===== config.mk =====
export PLATFORM = sky130hd
export DESIGN_NAME = ght_ctrl
export DESIGN_NICKNAME = d
export VERILOG_FILES = /design/src/hw/rtl/ght_pkg.sv /design/src/hw/rtl/ght_ctrl.sv
export SDC_FILE = /design/constraint.sdc
export NUM_CORES = 1
export LEC_CHECK = 0
export ABC_CLOCK_PERIOD_IN_PS = 1800
export BUFFER_PORTS_ARGS = -buffer_cell sky130_fd_sc_hd__buf_2
export CORE_AREA = 5 5 42 44
export DETAILED_ROUTE_END_ITERATION = 6
export DIE_AREA = 0 0 47 49
export GPL_ROUTABILITY_DRIVEN = 0
export SYNTH_ARGS = -nofsm -noshare
export SYNTH_HDL_FRONTEND = slang
export SYNTH_SLANG_ARGS = --single-unit

===== constraint.sdc =====
create_clock -name clk_i -period 1.8 [get_ports clk_i]
set_clock_uncertainty 0.15 [all_clocks]
set_input_delay 0.18 -clock clk_i [delete_from_list [all_inputs] [get_ports clk_i]]
set_output_delay 0.18 -clock clk_i [all_outputs]
set_load 0.01 [all_outputs]

===== src/hw/rtl/ght_pkg.sv =====
// ----------------------------------------------------------------------------
// ght_pkg
// shared types and codes of the generation handle table
// ----------------------------------------------------------------------------
package ght_pkg;

  typedef enum logic [2:0] {
    OpAlloc    = 3'd0,
    OpAssign   = 3'd1,
    OpFree     = 3'd2,
    OpMark     = 3'd3,
    OpUnmark   = 3'd4,
    OpLookup   = 3'd5,
    OpNextUsed = 3'd6,
    OpBad      = 3'd7
  } op_e;

  typedef enum logic [2:0] {
    StOk      = 3'd0,
    StInvalid = 3'd1,
    StFull    = 3'd2,
    StNotFree = 3'd3,
    StRange   = 3'd4
  } status_e;

  typedef enum logic [3:0] {
    SIdle,
    SInit,
    SRead,
    SDecide,
    SLinkWr,
    SScanRd,
    SScanChk,
    SDone
  } state_e;

  // controller to datapath
  typedef struct packed {
    logic load;      // capture input word
    logic init_step; // clear one entry
    logic rd_entry;  // read entry at target index
    logic decide;    // evaluate op, write entry state
    logic wr_link;   // patch neighbours
    logic scan_rd;   // read scan entry
    logic scan_chk;  // test scan entry
    logic finish;    // load result register
  } cmd_t;

  // datapath to controller
  typedef struct packed {
    logic init_last;
    logic need_link;
    logic scan_hit;
    logic scan_end;
  } sts_t;

endpackage


===== src/hw/rtl/ght_ctrl.sv =====
// ----------------------------------------------------------------------------
// ght_ctrl
// sequencer for the handle table operations
// ----------------------------------------------------------------------------
module ght_ctrl (
  input  logic            clk_i,
  input  logic            rst_ni,
  input  logic            in_valid_i,
  output logic            in_ready_o,
  input  logic            out_busy_i,
  input  logic [2:0]      op_i,
  input  ght_pkg::sts_t   sts_i,
  output ght_pkg::cmd_t   cmd_o
);

  ght_pkg::state_e state_q, state_d;

  always_ff @(posedge clk_i or negedge rst_ni) begin
    if (!rst_ni) begin
      state_q <= ght_pkg::SInit;
    end else begin
      state_q <= state_d;
    end
  end

  always_comb begin
    state_d    = state_q;
    cmd_o      = '0;
    in_ready_o = 1'b0;
    case (state_q)
      ght_pkg::SInit: begin
        cmd_o.init_step = 1'b1;
        if (sts_i.init_last) begin
          state_d = ght_pkg::SIdle;
        end
      end
      ght_pkg::SIdle: begin
        in_ready_o = 1'b1;
        if (in_valid_i) begin
          cmd_o.load = 1'b1;
          if (op_i == ght_pkg::OpNextUsed) begin
            state_d = ght_pkg::SScanRd;
          end else begin
            state_d = ght_pkg::SRead;
          end
        end
      end
      ght_pkg::SRead: begin
        cmd_o.rd_entry = 1'b1;
        state_d = ght_pkg::SDecide;
      end
      ght_pkg::SDecide: begin
        cmd_o.decide = 1'b1;
        state_d = sts_i.need_link ? ght_pkg::SLinkWr : ght_pkg::SDone;
      end
      ght_pkg::SLinkWr: begin
        cmd_o.wr_link = 1'b1;
        state_d = ght_pkg::SDone;
      end
      ght_pkg::SScanRd: begin
        if (sts_i.scan_end) begin
          state_d = ght_pkg::SDone;
        end else begin
          cmd_o.scan_rd = 1'b1;
          state_d = ght_pkg::SScanChk;
        end
      end
      ght_pkg::SScanChk: begin
        cmd_o.scan_chk = 1'b1;
        state_d = sts_i.scan_hit ? ght_pkg::SDone : ght_pkg::SScanRd;
      end
      ght_pkg::SDone: begin
        if (!out_busy_i) begin
          cmd_o.finish = 1'b1;
          state_d = ght_pkg::SIdle;
        end
      end
      default: state_d = ght_pkg::SIdle;
    endcase
  end

endmodule


Yosys cells after proc, flatten, opt, wreduce, memory -nomap -nowiden
Index checks and enable logic that the tools add are counted.

Bits in registers: 4. Bits of input ports: 11. Output and inout port bits: 9. Logic and storage cells: 34.

Equality and inequality tests: 11. Muxes and demuxes: 20. Reductions and logical operators: 2.

Operators by type and width (count): 4-bit one-hot mux with 8 select lines (1); 4-bit by 3-bit equality test with 1-bit output, second input constant (4); 1-bit two-way mux (13); 4-bit two-way mux (3); 4-bit by 2-bit equality test with 1-bit output, second input constant (2); 2-bit inequality test, second input constant (3); 4-bit by 1-bit equality test with 1-bit output, second input constant (1); 4-bit logical NOT (1); 2-bit two-way mux (2); 3-bit equality test, second input constant (1); 3-bit two-way mux (1); 3-bit AND reduction (1).

Depth between registers and ports, before layout
Gate-level depths: netlist (run 1).

Depth in word-level cells: 4. Depth in mapped cells: 4. Gate-level depth less buffers: 3.

Least setup slack after synthesis (run 1)
Ideal clock, no wire load.

Kind: register to output. From: register state_q[0]. To: output cmd_o[2] (netlist name). Arrival time: 1034 ps. Required time: 1470 ps. Slack: 436 ps. Stages on the path, launching flop included: 4. Buffers on the path: 1. Path through: dfstp_2 -> buf_6 -> nand2_1 -> nor3_1.

RTL lines: start, declared (RTL line ght_ctrl.sv:16) `ght_pkg::state_e state_q, state_d;`; start signal, assigned (RTL line ght_ctrl.sv:20) `state_q <= ght_pkg::SInit;`; start signal, assigned (RTL line ght_ctrl.sv:22) `state_q <= state_d;`; end, declared (RTL line ght_ctrl.sv:13) `output ght_pkg::cmd_t cmd_o`.

==> flow_summary_export.csv, run 1 <==
group,metric,value,unit
status,status,"finished clean",
drt,drc,0,
drt,drtPass1Iterations,4,
drt,ant_nets,0,
drt,viasPerCell,4.84,
logic_synthesis,synth.distinct_cells,29,
worst_setup_path,critPathLaunchType,"flip-flop",
placement,placed_area,438,um2
min_path,min_path_type,"in2reg",
placement,port_buffers,19,
logic_synthesis,synth_cells,39,
sta,slew_viol_final,0,
drt,wl_met2,457,um
final_layout,design_area,477,um2
floorplanning,initial_core_util,0.249,
logic_synthesis,syn_area,349,um2
logic_synthesis,ys_ff_latch,3,
floorplanning,dieArea,2300,um2
floorplanning,die_h,49,um
logic_synthesis,avgSynthCellArea,8.95,um2
global_route,grt_pass1_wl,1410,um
final_layout,final_common_cell,"buf_2",
sta,max_freq,0.597,GHz
global_route,grt_overflow,0,
placement,dpl_worst_slack,263,ps
clock_network,htree_num_levels,1,
global_route,antenna_found_initial,0,
final_layout,final_util,0.340,
drt,top_layer_used,"met3",
drt,wl_per_cell,11.3,um
final_layout,syn2layout_area_growth,36.6,%
worst_setup_path,ff2ff_path_depth,3,
global_route,grt_pass1_vias,379,
floorplanning,std_cell_rows,14,
drt,wl_met3,45,um
drt,drt_iter0_markers,4,
pwr,p_total,733,uW
pwr,power_leakage,0.000229,uW
floorplanning,io_pins,20,
pwr,peakVddDrop,0.000703,V
pwr,pwr_density_cell,1540,nW/um2
run,maxCapViolations,0,
logic_synthesis,synth_nets,50,
min_path,whs_path_depth,2,
drt,wl_met1,358,um
final_layout,top_regs,"state_q: 3 flops",
placement,dpl.hpwl,658,um
global_route,grt_max_degree,17,
clock_network,cts_buffers,3,
worst_setup_path,end_kind,"primary output",
worst_setup_path,critical_path.slowest_cell,"dfstp_2",
floorplanning,core_area,1400,um2
clock_network,cts_tree,"yes",
drt,dr_total_vias,368,
clock_network,clock_path_buffers,2,
worst_setup_path,worst-endpoint-required,1470,ps
logic_synthesis,seq_area_frac_synth,0.219,
final_layout,largest_register_ffs,3,
sta,period_minus_slack,1670,ps
clock_network,clkLatencyLatePin,230,ps
drt,drt-total-wl,861,um
worst_setup_path,crit_type,"reg2out",
clock_network,cts-root-buf,"clkbuf_4",
sta,finalSetupTns,0,ps
logic_synthesis,yosysWarnings,0,
sta,finalCritPeriodShare,0.930,
worst_setup_path,worstPathArrival,1340,ps
final_layout,drive_above_1_share,0.517,
worst_setup_path,critPathMaxFanout,14,
global_route,grt_usage,0.0812,
final_layout,final_nets,72,
final_layout,antennaDiodeCount,0,
clock_network,path_clk_slew,40,ps
final_layout,largest_register,"state_q",
sta,tightest_slew,282,ps
clock_network,cts.sinks,3,
sta,setup_viol,0,
sta,setup_ws,125,ps
sta,slew_headroom,0.811,
final_layout,layout_common_cells,"buf_2 (19), and2_1 (3), nand3b_1 (3), clkbuf_4 (3)",
worst_setup_path,max_stage_delay,670,ps
sta,hold_violations,0,
floorplanning,fp.dieW,47,um
sta,rsz0062_at_grt,"false",
worst_setup_path,crit_chain,"nand2_1 > nor3b_2 > buf_2",
[cell families after synthesis]
logic type      count (synthesis)  synth area share
mux                             1            0.0287
flops                           3             0.219
simple gates                   22             0.462
buf+inv                         4            0.0860
compound gates                  9             0.204
[critical path, delay by kind of cell, from the launching register on]
kind	cells	cell delay [ps]
buffers and inverters	1	140
flip-flops	1	670
AND/OR/NAND/NOR	2	300
[per-layer routing]
| layer | GRT usage | up-vias |
|---|---|---|
| li1 | - | 188 |
| met1 | 0.0907 | 173 |
| met2 | 0.133 | 7 |
| met3 | 0.0111 | 0 |
| met4 | 0.0553 | 0 |
| met5 | 0 | - |
[final cells by class]
| cell class | instances | area [um2] |
|---|---|---|
| clock buffer | 4 | 26.3 |
| fill | 170 | 925 |
| inverter | 1 | 3.75 |
| multi-input combinational | 32 | 243 |
| sequential | 3 | 78.8 |
| tap | 16 | 20.0 |
| timing repair buffer | 20 | 105 |
[cells in the mapped netlist (all sizes together)]
| library cell | n | area, um2 |
|---|---|---|
| and2 | 3 | 18.8 |
| buf | 3 | 26.3 |
| nand3b | 3 | 22.5 |
| nor3b | 3 | 27.5 |
| a211oi | 2 | 15.0 |
| and3b | 2 | 17.5 |
| dfrtp | 2 | 50.1 |
| nor2 | 2 | 10.0 |
| nor2b | 2 | 12.5 |
| nor3 | 2 | 15.0 |
| a21oi | 1 | 5.00 |
| a221oi | 1 | 15.0 |
| and3 | 1 | 7.51 |
| and4b | 1 | 10.0 |
| dfstp | 1 | 26.3 |
| inv | 1 | 3.75 |
| mux2i | 1 | 10.0 |
| nand2 | 1 | 3.75 |
| nand2b | 1 | 6.26 |
| nand3 | 1 | 10.0 |
| o211ai | 1 | 7.51 |
| o21ai | 1 | 5.00 |
| o21bai | 1 | 7.51 |
| o221ai | 1 | 8.76 |
| o31ai | 1 | 7.51 |
[path summary, 6_finish.rpt]
path / from / end / slack [ps]
worst max-delay path: state_q[0] / cmd_o[0] / 130
worst min-delay path: sts_i[2] / state_q[1] / 80
worst max register to register: state_q[0] / state_q[1] / 280
worst min register to register: state_q[0] / state_q[0] / 500
max in group asynchronous: rst_ni / state_q[0] / 1190
min in group asynchronous: rst_ni / state_q[1] / 120
[timing repair]
action	CTS	global route
buffers inserted	0	0
hold buffers	1	0
gates resized for setup	0	2
endpoints found under the hold margin	3	0
setup endpoints to repair	0	3
[power by group]
group / total [uW] / internal, uW / leakage, uW / switching (uW)
Clock: 116 / 83.0 / 0.0000150 / 33.2
Combinational: 368 / 198 / 0.000183 / 170
Sequential: 249 / 117 / 0.0000309 / 132
Total: 733 / 398 / 0.000229 / 335
[per-stage QoR]
stage	hold WS [ps]	std cells
6_report	78.1	76
5_1_grt	87.2	76
4_1_cts	72.0	76
3_5_place_dp	-174	71
3_3_place_gp	-172	71
2_1_floorplan	-266	39
Power figures use the tool's default switching activity.
==> inputs of run 2 (changes only) <==
- PLACE_DENSITY: default -> 0.55
==> run 2 against run 1 <==
  * Final area unchanged
  * Sequential cell count did not move
  * Clock-buffer cell count is the same
  * Global-route usage fell by 0.14 points
  * Die area unchanged
  * Largest power group unchanged
==> flow_summary_export.csv, run 2 (synthesis results as in run 1) <==
group,metric,value,unit
placement,dpl.hpwl,642,um
final_layout,final_common_cell,"buf_2",
final_layout,drive_above_1_share,0.517,
worst_setup_path,crit_chain,"nand2_1 > nor3b_2 > buf_2",
sta,finalSetupTns,0,ps
worst_setup_path,worstPathArrival,1340,ps
worst_setup_path,cp_num_buf_inv,1,
worst_setup_path,critical_path.slowest_cell,"dfstp_2",
placement,placed_area,438,um2
pwr,pwr_density_cell,1550,nW/um2
final_layout,design_area,477,um2
clock_network,cts.sinks,3,
floorplanning,initial_core_util,0.249,
clock_network,htree_num_levels,1,
sta,hold_slack,68.6,ps
final_layout,syn2layout_area_growth,36.6,%
worst_setup_path,worst-endpoint-required,1470,ps
final_layout,largest_register,"state_q",
clock_network,cts-root-buf,"clkbuf_4",
final_layout,layout_common_cells,"buf_2 (19), and2_1 (3), nand3b_1 (3), clkbuf_4 (3)",
clock_network,cts_tree,"yes",
final_layout,antennaDiodeCount,0,
drt,drtPass1Iterations,4,
global_route,grt_pass1_vias,306,
pwr,power_leakage,0.000229,uW
final_layout,final_nets,72,
clock_network,path_clk_slew,40,ps
global_route,grt_pass1_wl,1310,um
final_layout,largest_register_ffs,3,
global_route,grt_usage,0.0797,
worst_setup_path,path_delay_family,"flip-flops",
sta,rsz0062_at_grt,"false",
pwr,peakVddDrop,0.000544,V
clock_network,clock_path_buffers,2,
drt,wl_per_cell,11.6,um
global_route,antenna_found_initial,0,
final_layout,top_regs,"state_q: 3 flops",
worst_setup_path,critPathLaunchType,"flip-flop",
sta,period_minus_slack,1670,ps
sta,tightest_slew,301,ps
min_path,min_path_type,"in2reg",
floorplanning,dieArea,2300,um2
floorplanning,io_pins,20,
drt,drt_iter0_markers,5,
floorplanning,die_h,49,um
floorplanning,std_cell_rows,14,
worst_setup_path,max_stage_delay,660,ps
final_layout,fin_cells,76,
sta,setup_viol,0,
drt,drc,0,
floorplanning,core_area,1400,um2
drt,viasPerCell,4.79,
sta,hold_violations,0,
sta,slew_viol_final,0,
clock_network,clkLatencyLatePin,240,ps
placement,port_buffers,19,
status,status,"finished clean",
run,maxCapViolations,0,
global_route,grt_max_degree,17,
worst_setup_path,crit_type,"reg2out",
drt,drt-total-wl,885,um
drt,ant_nets,0,
global_route,grt_overflow,0,
sta,slew_headroom,0.798,
placement,dpl.cell_count,71,
floorplanning,fp.dieW,47,um
drt,dr_total_vias,364,
worst_setup_path,critPathMaxFanout,14,
sta,max_freq,0.598,GHz
sta,finalCritPeriodShare,0.930,
clock_network,cts_buffers,3,
worst_setup_path,end_kind,"primary output",
==> run 2: timing repair <==
item,in CTS,in global routing
hold buffers,1,0
setup endpoints to repair,1,2
setup buffers,0,0
resized for setup,1,1
endpoints found under the hold margin,3,0
==> run 2: cell type report <==
class | count | area [um2]
repair buffers | 20 | 105
multi-input cells | 32 | 243
flip-flops and latches | 3 | 78.8
well taps | 16 | 20.0
fillers | 163 | 925
inverters | 1 | 3.75
clock buffers | 4 | 26.3
==> run 2: power by group <==
part / leakage (uW) / total, uW / internal, uW / switching (uW)
registers: 0.0000309 / 244 / 117 / 127
clock network: 0.0000150 / 129 / 83.7 / 44.9
logic: 0.000183 / 367 / 198 / 169
==> run 2: path summary, 6_finish.rpt <==
check / from / endpoint / slack (ps) / cells past startpoint
min in group asynchronous: rst_ni / state_q[2] / 110 / 2
min: sts_i[2] / state_q[1] / 70 / 2
max in group asynchronous: rst_ni / state_q[0] / 1190 / 2
max reg2reg: state_q[0] / state_q[1] / 260 / 3
max: state_q[0] / cmd_o[0] / 130 / 3
min reg2reg: state_q[0] / state_q[0] / 480 / 2
==> run 2: layer usage <==
layer | vias up | share of wire | track usage | wire length (um)
met5 | - | 0 | 0 | 0
met4 | 0 | 0 | 0.0415 | 0
met3 | 0 | 0.084 | 0.0443 | 74
met2 | 13 | 0.47 | 0.106 | 417
met1 | 163 | 0.44 | 0.0996 | 393
li1 | 188 | - | - | -
==> run 2: per-stage QoR <==
step / power [uW] / utilization / setup slack (ps)
detailed placement: 605 / 0.313 / 279
finish: 740 / 0.340 / 127
CTS: 750 / 0.339 / 93.8
global placement: 605 / 0.313 / 277
global route: 805 / 0.340 / 6.25
floorplan: 536 / - / 436
